## src/hw/rtl/wgm_pkg.sv

```systemverilog
// Constants, codes and widths shared by the wildcard glob matcher files.
package wgm_pkg;

   // Store capacities.
   localparam int PATTERN_MAX = 64;
   localparam int TEXT_MAX    = 256;

   // Length counters hold the capacity itself; indexes address the entries.
   localparam int PAT_LW = $clog2(PATTERN_MAX + 1);
   localparam int TXT_LW = $clog2(TEXT_MAX + 1);
   localparam int PAT_IW = (PATTERN_MAX > 1) ? $clog2(PATTERN_MAX) : 1;
   localparam int TXT_IW = (TEXT_MAX > 1) ? $clog2(TEXT_MAX) : 1;

   typedef logic [1:0] func_type;
   typedef logic [7:0] byte_type;

   // Item function codes.
   localparam func_type FUNC_PAT_APPEND = 2'd0;
   localparam func_type FUNC_TXT_APPEND = 2'd1;
   localparam func_type FUNC_EVALUATE   = 2'd2;
   localparam func_type FUNC_PAT_CLEAR  = 2'd3;

   // Wildcard characters of the pattern.
   localparam byte_type CH_ANY = 8'h3F;
   localparam byte_type CH_RUN = 8'h2A;

endpackage

```

## src/hw/rtl/wgm_req_if.sv

```systemverilog
// Request channel interface: function code and byte, with valid/ready.
interface wgm_req_if;
   import wgm_pkg::*;

   logic     valid;
   logic     ready;
   func_type func;
   byte_type byte_value;

   modport source (output valid, output func, output byte_value, input ready);
   modport sink   (input valid, input func, input byte_value, output ready);
endinterface

```

## src/hw/rtl/wgm_rsp_if.sv

```systemverilog
// Response channel interface: match and overflow flags, with valid/ready.
interface wgm_rsp_if;
   logic valid;
   logic ready;
   logic matched;
   logic overflow;

   modport source (output valid, output matched, output overflow, input ready);
   modport sink   (input valid, input matched, input overflow, output ready);
endinterface

```

## src/hw/rtl/wildcard_glob_matcher.sv

```systemverilog
// Top level of the wildcard glob matcher: byte stores and the matching sequencer.
//
// Items arrive on req_bus: func 0 appends byte_value to the pattern store,
// func 1 appends it to the text store, func 2 evaluates and func 3 clears the
// pattern. Only an evaluate item yields a response on rsp_bus, carrying
// matched and overflow; an overflowed store forces matched low.
// Append and clear items are handled while the sequencer stays idle. An
// evaluate item walks both stores with greedy matching and one backtrack
// point at the last '*'; each step of that walk is a synchronous memory
// read, then the decision. A store overflow skips the walk and goes straight
// to the result. The pattern and text memories each have one read port,
// which sets the pace of the walk. One item is worked on at a time;
// req_bus.ready is high whenever the sequencer is idle.
// Reset empties both stores logically (lengths and overflow flags cleared;
// memory contents are left as they are) and drops any pending response.
// A response waits in an output register while rsp_bus.ready is low; append
// and clear items are still taken meanwhile, and a following evaluation
// holds its result until the register is free.
module wildcard_glob_matcher (
   input logic         clock,
   input logic         reset,
   wgm_req_if.sink     req_bus,
   wgm_rsp_if.source   rsp_bus
);
   import wgm_pkg::*;

   // Sequencer states.
   localparam logic [2:0] ST_IDLE = 3'd0;
   localparam logic [2:0] ST_READ = 3'd1;
   localparam logic [2:0] ST_EVAL = 3'd2;
   localparam logic [2:0] ST_TAIL = 3'd3;
   localparam logic [2:0] ST_DONE = 3'd4;

   // Byte stores.
   byte_type pat_mem [PATTERN_MAX];
   byte_type txt_mem [TEXT_MAX];
   byte_type pat_q_ff;
   byte_type txt_q_ff;

   logic [2:0]        state_ff, state_in;
   logic [PAT_LW-1:0] plen_ff, plen_in;
   logic [TXT_LW-1:0] tlen_ff, tlen_in;
   logic              pov_ff, pov_in;
   logic              tov_ff, tov_in;
   logic [PAT_LW-1:0] p_ff, p_in;
   logic [PAT_LW-1:0] star_ff, star_in;
   logic [TXT_LW-1:0] t_ff, t_in;
   logic [TXT_LW-1:0] resume_ff, resume_in;
   logic              have_star_ff, have_star_in;
   logic              hit_ff, hit_in;
   logic              rsp_valid_ff, rsp_valid_in;
   logic              rsp_matched_ff, rsp_matched_in;
   logic              rsp_overflow_ff, rsp_overflow_in;

   logic req_fire;
   logic rsp_free;
   logic pat_room;
   logic txt_room;
   logic p_live;
   logic any_ovf;
   logic pat_we;
   logic txt_we;

   assign req_bus.ready    = (state_ff == ST_IDLE);
   assign req_fire         = req_bus.valid && req_bus.ready;
   assign rsp_free         = !rsp_valid_ff || rsp_bus.ready;
   assign pat_room         = (plen_ff < PAT_LW'(PATTERN_MAX));
   assign txt_room         = (tlen_ff < TXT_LW'(TEXT_MAX));
   assign p_live           = (p_ff < plen_ff);
   assign any_ovf          = pov_ff || tov_ff;
   assign pat_we           = req_fire && (req_bus.func == FUNC_PAT_APPEND) && pat_room;
   assign txt_we           = req_fire && (req_bus.func == FUNC_TXT_APPEND) && txt_room;
   assign rsp_bus.valid    = rsp_valid_ff;
   assign rsp_bus.matched  = rsp_matched_ff;
   assign rsp_bus.overflow = rsp_overflow_ff;

   // Memory writes at the current length, and registered reads at the walk pointers.
   always_ff @(posedge clock) begin
      if (pat_we) begin
         pat_mem[plen_ff[PAT_IW-1:0]] <= req_bus.byte_value;
      end
      if (txt_we) begin
         txt_mem[tlen_ff[TXT_IW-1:0]] <= req_bus.byte_value;
      end
      pat_q_ff <= pat_mem[p_ff[PAT_IW-1:0]];
      txt_q_ff <= txt_mem[t_ff[TXT_IW-1:0]];
   end

   // Next-state logic of the sequencer and the store bookkeeping.
   always_comb begin
      state_in        = state_ff;
      plen_in         = plen_ff;
      tlen_in         = tlen_ff;
      pov_in          = pov_ff;
      tov_in          = tov_ff;
      p_in            = p_ff;
      star_in         = star_ff;
      t_in            = t_ff;
      resume_in       = resume_ff;
      have_star_in    = have_star_ff;
      hit_in          = hit_ff;
      rsp_valid_in    = rsp_valid_ff;
      rsp_matched_in  = rsp_matched_ff;
      rsp_overflow_in = rsp_overflow_ff;

      if (rsp_valid_ff && rsp_bus.ready) begin
         rsp_valid_in = 1'b0;
      end

      unique case (state_ff)
         ST_IDLE: begin
            if (req_fire) begin
               unique case (req_bus.func)
                  FUNC_PAT_APPEND: begin
                     if (pat_room) begin
                        plen_in = plen_ff + PAT_LW'(1);
                     end else begin
                        pov_in = 1'b1;
                     end
                  end
                  FUNC_TXT_APPEND: begin
                     if (txt_room) begin
                        tlen_in = tlen_ff + TXT_LW'(1);
                     end else begin
                        tov_in = 1'b1;
                     end
                  end
                  FUNC_EVALUATE: begin
                     p_in         = '0;
                     t_in         = '0;
                     star_in      = '0;
                     resume_in    = '0;
                     have_star_in = 1'b0;
                     hit_in       = 1'b0;
                     state_in     = any_ovf ? ST_DONE : ST_READ;
                  end
                  FUNC_PAT_CLEAR: begin
                     plen_in = '0;
                     pov_in  = 1'b0;
                  end
               endcase
            end
         end
         // The memories are read at p and t in this cycle; choose the next step.
         ST_READ: begin
            if (t_ff < tlen_ff) begin
               state_in = ST_EVAL;
            end else if (p_live) begin
               state_in = ST_TAIL;
            end else begin
               hit_in   = 1'b1;
               state_in = ST_DONE;
            end
         end
         // One step of the main walk over the text.
         ST_EVAL: begin
            state_in = ST_READ;
            if (p_live && (pat_q_ff == CH_RUN)) begin
               have_star_in = 1'b1;
               star_in      = p_ff;
               resume_in    = t_ff;
               p_in         = p_ff + PAT_LW'(1);
            end else if (p_live && ((pat_q_ff == CH_ANY) || (pat_q_ff == txt_q_ff))) begin
               p_in = p_ff + PAT_LW'(1);
               t_in = t_ff + TXT_LW'(1);
            end else if (have_star_ff) begin
               p_in      = star_ff + PAT_LW'(1);
               resume_in = resume_ff + TXT_LW'(1);
               t_in      = resume_ff + TXT_LW'(1);
            end else begin
               hit_in   = 1'b0;
               state_in = ST_DONE;
            end
         end
         // Text used up: only trailing stars may remain in the pattern.
         ST_TAIL: begin
            if (pat_q_ff == CH_RUN) begin
               p_in     = p_ff + PAT_LW'(1);
               state_in = ST_READ;
            end else begin
               hit_in   = 1'b0;
               state_in = ST_DONE;
            end
         end
         // Hand the result to the output register and clear the text store.
         ST_DONE: begin
            if (rsp_free) begin
               rsp_valid_in    = 1'b1;
               rsp_matched_in  = hit_ff && !any_ovf;
               rsp_overflow_in = any_ovf;
               tlen_in         = '0;
               tov_in          = 1'b0;
               state_in        = ST_IDLE;
            end
         end
         default: begin
            state_in = ST_IDLE;
         end
      endcase
   end

   // Control registers are reset; the walk pointers and payload are not.
   always_ff @(posedge clock) begin
      if (reset) begin
         state_ff     <= ST_IDLE;
         plen_ff      <= '0;
         tlen_ff      <= '0;
         pov_ff       <= 1'b0;
         tov_ff       <= 1'b0;
         rsp_valid_ff <= 1'b0;
      end else begin
         state_ff     <= state_in;
         plen_ff      <= plen_in;
         tlen_ff      <= tlen_in;
         pov_ff       <= pov_in;
         tov_ff       <= tov_in;
         rsp_valid_ff <= rsp_valid_in;
      end
   end

   always_ff @(posedge clock) begin
      p_ff            <= p_in;
      star_ff         <= star_in;
      t_ff            <= t_in;
      resume_ff       <= resume_in;
      have_star_ff    <= have_star_in;
      hit_ff          <= hit_in;
      rsp_matched_ff  <= rsp_matched_in;
      rsp_overflow_ff <= rsp_overflow_in;
   end

endmodule

```

## src/flat_wrapper.sv

```systemverilog
// flat-port wrapper written by rule: the top's interface ports become plain ports
module wildcard_glob_matcher_flat import wgm_pkg::*;
  (clock, reset, req_bus_valid, req_bus_func, req_bus_byte_value, req_bus_ready, rsp_bus_valid, rsp_bus_matched, rsp_bus_overflow, rsp_bus_ready);
  wgm_req_if req_bus_i ();
  wgm_rsp_if rsp_bus_i ();
  input logic clock;
  input logic reset;
  input wire logic [$bits(req_bus_i.valid)-1:0] req_bus_valid;
  input wire logic [$bits(req_bus_i.func)-1:0] req_bus_func;
  input wire logic [$bits(req_bus_i.byte_value)-1:0] req_bus_byte_value;
  output wire logic [$bits(req_bus_i.ready)-1:0] req_bus_ready;
  output wire logic [$bits(rsp_bus_i.valid)-1:0] rsp_bus_valid;
  output wire logic [$bits(rsp_bus_i.matched)-1:0] rsp_bus_matched;
  output wire logic [$bits(rsp_bus_i.overflow)-1:0] rsp_bus_overflow;
  input wire logic [$bits(rsp_bus_i.ready)-1:0] rsp_bus_ready;
  assign req_bus_i.valid = req_bus_valid;
  assign req_bus_i.func = req_bus_func;
  assign req_bus_i.byte_value = req_bus_byte_value;
  assign req_bus_ready = req_bus_i.ready;
  assign rsp_bus_valid = rsp_bus_i.valid;
  assign rsp_bus_matched = rsp_bus_i.matched;
  assign rsp_bus_overflow = rsp_bus_i.overflow;
  assign rsp_bus_i.ready = rsp_bus_ready;
  wildcard_glob_matcher u_core (.clock(clock), .reset(reset), .req_bus(req_bus_i), .rsp_bus(rsp_bus_i));
endmodule
```

## config.mk

```make
export PLATFORM = sky130hd
export DESIGN_NAME = wildcard_glob_matcher_flat
export DESIGN_NICKNAME = d
export VERILOG_FILES = /design/src/hw/rtl/wgm_pkg.sv /design/src/hw/rtl/wgm_req_if.sv /design/src/hw/rtl/wgm_rsp_if.sv /design/src/hw/rtl/wildcard_glob_matcher.sv /design/src/flat_wrapper.sv
export SDC_FILE = /design/constraint.sdc
export NUM_CORES = 2
export LEC_CHECK = 0
export BUFFER_PORTS_ARGS = -buffer_cell sky130_fd_sc_hd__buf_4
export CAP_MARGIN = 10
export CORE_MARGIN = 4
export CORE_UTILIZATION = 50
export CTS_CLUSTER_SIZE = 30
export DETAILED_ROUTE_END_ITERATION = 6
export PLACE_DENSITY = 0.69
export SYNTH_ARGS = -nofsm -noshare
export SYNTH_HDL_FRONTEND = slang
export SYNTH_SLANG_ARGS = --single-unit
```

## constraint.sdc

```tcl
create_clock -name clock -period 4.8 [get_ports clock]
set_clock_uncertainty 0.05 [all_clocks]
set_input_delay 0.72 -clock clock [delete_from_list [all_inputs] [get_ports clock]]
set_output_delay 0.72 -clock clock [all_outputs]
set_load 0.05 [all_outputs]
```

==> metrics <==
Mapped Avg Cell Area between 20 and 25 µm²; final cell count without fillers about 8100; # hold bufs at CTS 1; Synth async-reset ratio 0; syn nets slightly below 5000; final WL 261 mm; status complete, no violations; critical path arrival about 4.6 ns; vias in the first global route around 52000; CTS Buf Count approximately 270; Max Slew Vio Count 0; Placed Cells approximately 7600; HP Start rsp_bus_ready; die height 462 µm; FP Rows about 170; Tmin final 4.15 ns; total global routing overflow 0; Residual DRC 0; post-synthesis cell count 4850; Setup violations, final 0; ys flop type edfxtp_1; Leak between 30 and 40 nW; cell area after synthesis 0.103 mm²; Hold Vio Cnt, Final 0; via count about 52000; Area growth, synth to finish 13.4%; dpl hpwl between 150 and 200 mm; Final period util 0.865; synthesized flop and latch total around 2600; fillers between 10000 and 15000; worst path buffer plus inverter count 0; Routed Antenna Nets 0; crit-path max cell delay 0.71 ns; reg-to-reg endpoint u_core.txt_mem[148][6]; I/O pin count 18; hold crit path type input port to flip-flop; nets ~5200; crit-path cells or4b_1, or4_1, nor3_4, nand2_2, nor2_1; Rel. slew slack 0.162; initial core utilization 0.503; Crit. End Element flip-flop; CP endpoint u_core.txt_mem[148][6]; total power between 40 and 50 mW; Critical R2R Launch u_core.state_ff[0]; Worst-Margin Slew about 1.3 ns; overall global routing resource usage 0.247; Crit-path slowest cell or4_1; final RePlAce weighted congestion between 0.8 and 0.9; Clock Sinks approximately 2600; Die Wd 462 µm; number of flops mapped to enable cells by yosys approximately 2600; R2R Setup Slk around 0.65 ns; critical path's top delay family simple AND/OR/NAND/NOR gates; CTS tree done; setup_tns 0 ns; Post-CTS Setup Repair Bufs 0; Clk Latency, worst-skew pair between 0.9 and 1 ns; H-tree Lvls 5; pin count of the biggest net entering global routing ~140; layout cells sized above 1 0.268; Seq/Total Area, Yosys 0.764; Yosys cell types 70; CP Launch Point u_core.state_ff[0]; Initial DRC Count 7203; Core Area 0.205 mm²; RSZ-0062 raised after global routing false; area of the multi-input gates approximately 0.023 mm²; Wirelength per Cell between 30 and 40 µm; initial antenna violation count 10; Ys Warns 0; vias per inst roughly 6.4; maxcap violations 0; clock tree buffer depth 4; die area 0.213 mm²; Fmax about 0.24 GHz; TritonRoute pass-1 iters 6; Clock Tree Root clkbuf_16; post_cts resized 0; clk slew on worst S/H paths about 0.060 ns; Worst setup SP type flip-flop; PD cells 418 mW/mm²; DP Area between 0.1 and 0.15 mm²; CP required 5.25 ns; port bufs 17; register area 0.0787 mm²; cell depth of the worst setup path 5; first-pass GRT wire length roughly 380 mm; fin area about 0.12 mm²; CP Max Fanout 16; reg2reg path depth 5; maximum vdd ir drop ~0.45 mV; CP Class flip-flop to flip-flop
[worst min path at each step]
stage / end / depth (start not counted)
final: u_core.rsp_bus.valid / 3
after global routing: u_core.rsp_bus.valid / 3
after CTS: u_core.rsp_bus.valid / 3
after detailed placement: u_core.tov_ff / 2
after global placement: u_core.tov_ff / 2
after floorplan: u_core.tov_ff / 2
[power breakdown]
part	switching (mW)	internal, mW
Sequential	0.0838	25.3
Clock	8.49	12.1
Combinational	1.79	1.09
Total	10.4	38.5
[routing by layer]
metal | part of all wire | GRT usage | vias to the layer above | wire [µm]
li1 | - | - | 21000 | -
met1 | 0.39 | 0.356 | 27300 | 101000
met2 | 0.46 | 0.370 | 3268 | 121000
met3 | 0.11 | 0.0637 | 503 | 29600
met4 | 0.036 | 0.0841 | 6 | 9350
met5 | 0.00014 | 0 | - | 37
[worst min-delay path, delay by kind of cell]
kind,cells,cell delay (ns)
compound gates,1,0.09
simple gates,1,0.17
buf+inv,1,0.07
[state kept, by name, indices dropped and copies added, names as in the netlist, 3 cells and up]
register          flops
u_core.star_ff        7
u_core.tlen_ff        9
u_core.state_ff       3
u_core.pat_q_ff       8
u_core.pat_mem      512
u_core.txt_mem     2048
u_core.resume_ff      9
u_core.txt_q_ff       8
u_core.plen_ff        7
u_core.p_ff           7
u_core.t_ff           9
[logic make-up after synthesis]
| group | count (synthesis) | share of synthesized area |
|---|---|---|
| compound gates | 351 | 0.0233 |
| xor+xnor | 40 | 0.00340 |
| fa+ha+maj | 23 | 0.00279 |
| buf+inv | 306 | 0.0158 |
| flops | 2634 | 0.764 |
| mux | 845 | 0.164 |
| simple gates | 651 | 0.0268 |
[metrics by stage]
step | util | hold WS (ns) | worst slack (ns)
floorplan | - | 0.408 | 1.10
global placement | 0.529 | 0.425 | 0.639
detailed placement | 0.529 | 0.462 | 0.463
CTS | 0.571 | 0.0627 | 0.773
global route | 0.571 | 0.109 | 0.593
finish | 0.571 | 0.138 | 0.649
[cell usage after synthesis, types with 30 or more instances]
cell type,number,area [µm²]
a211oi_1,34,255
buf_2,74,370
mux2i_1,166,1660
o21ai_0,51,255
nand2_1,102,383
nor2_1,408,1530
buf_6,32,360
a221oi_1,51,447
edfxtp_1,2596,78000
buf_1,34,128
a22oi_1,30,225
nand3_1,51,255
a21oi_1,82,410
clkbuf_1,113,424
dfxtp_1,38,761
mux4_2,677,15200
[area by class of cell]
| class | count | share of cell area |
|---|---|---|
| diodes | 2 | 0.0000428 |
| multi-input cells | 1910 | 0.195 |
| flip-flops and latches | 2634 | 0.674 |
| repair buffers | 362 | 0.0276 |
| well taps | 2688 | 0.0288 |
| clock inverters | 132 | 0.0110 |
| clock buffers | 339 | 0.0626 |
| inverters | 28 | 0.000953 |
[cell usage in the layout, fill, tap and decap left out, types with 34 or more instances in the layout]
master and instances:
edfxtp_1 2596, mux4_2 677, nor2_1 404, buf_4 317
clkbuf_16 282, mux2i_1 166, nand2_1 90, a21oi_1 82
clkbuf_1 52, o21ai_0 51, a221oi_1 51, clkinv_1 51
nand3_1 47, clkinv_2 40, dfxtp_1 38, buf_12 36
a211oi_1 34
(Power assumes the default switching activity.)
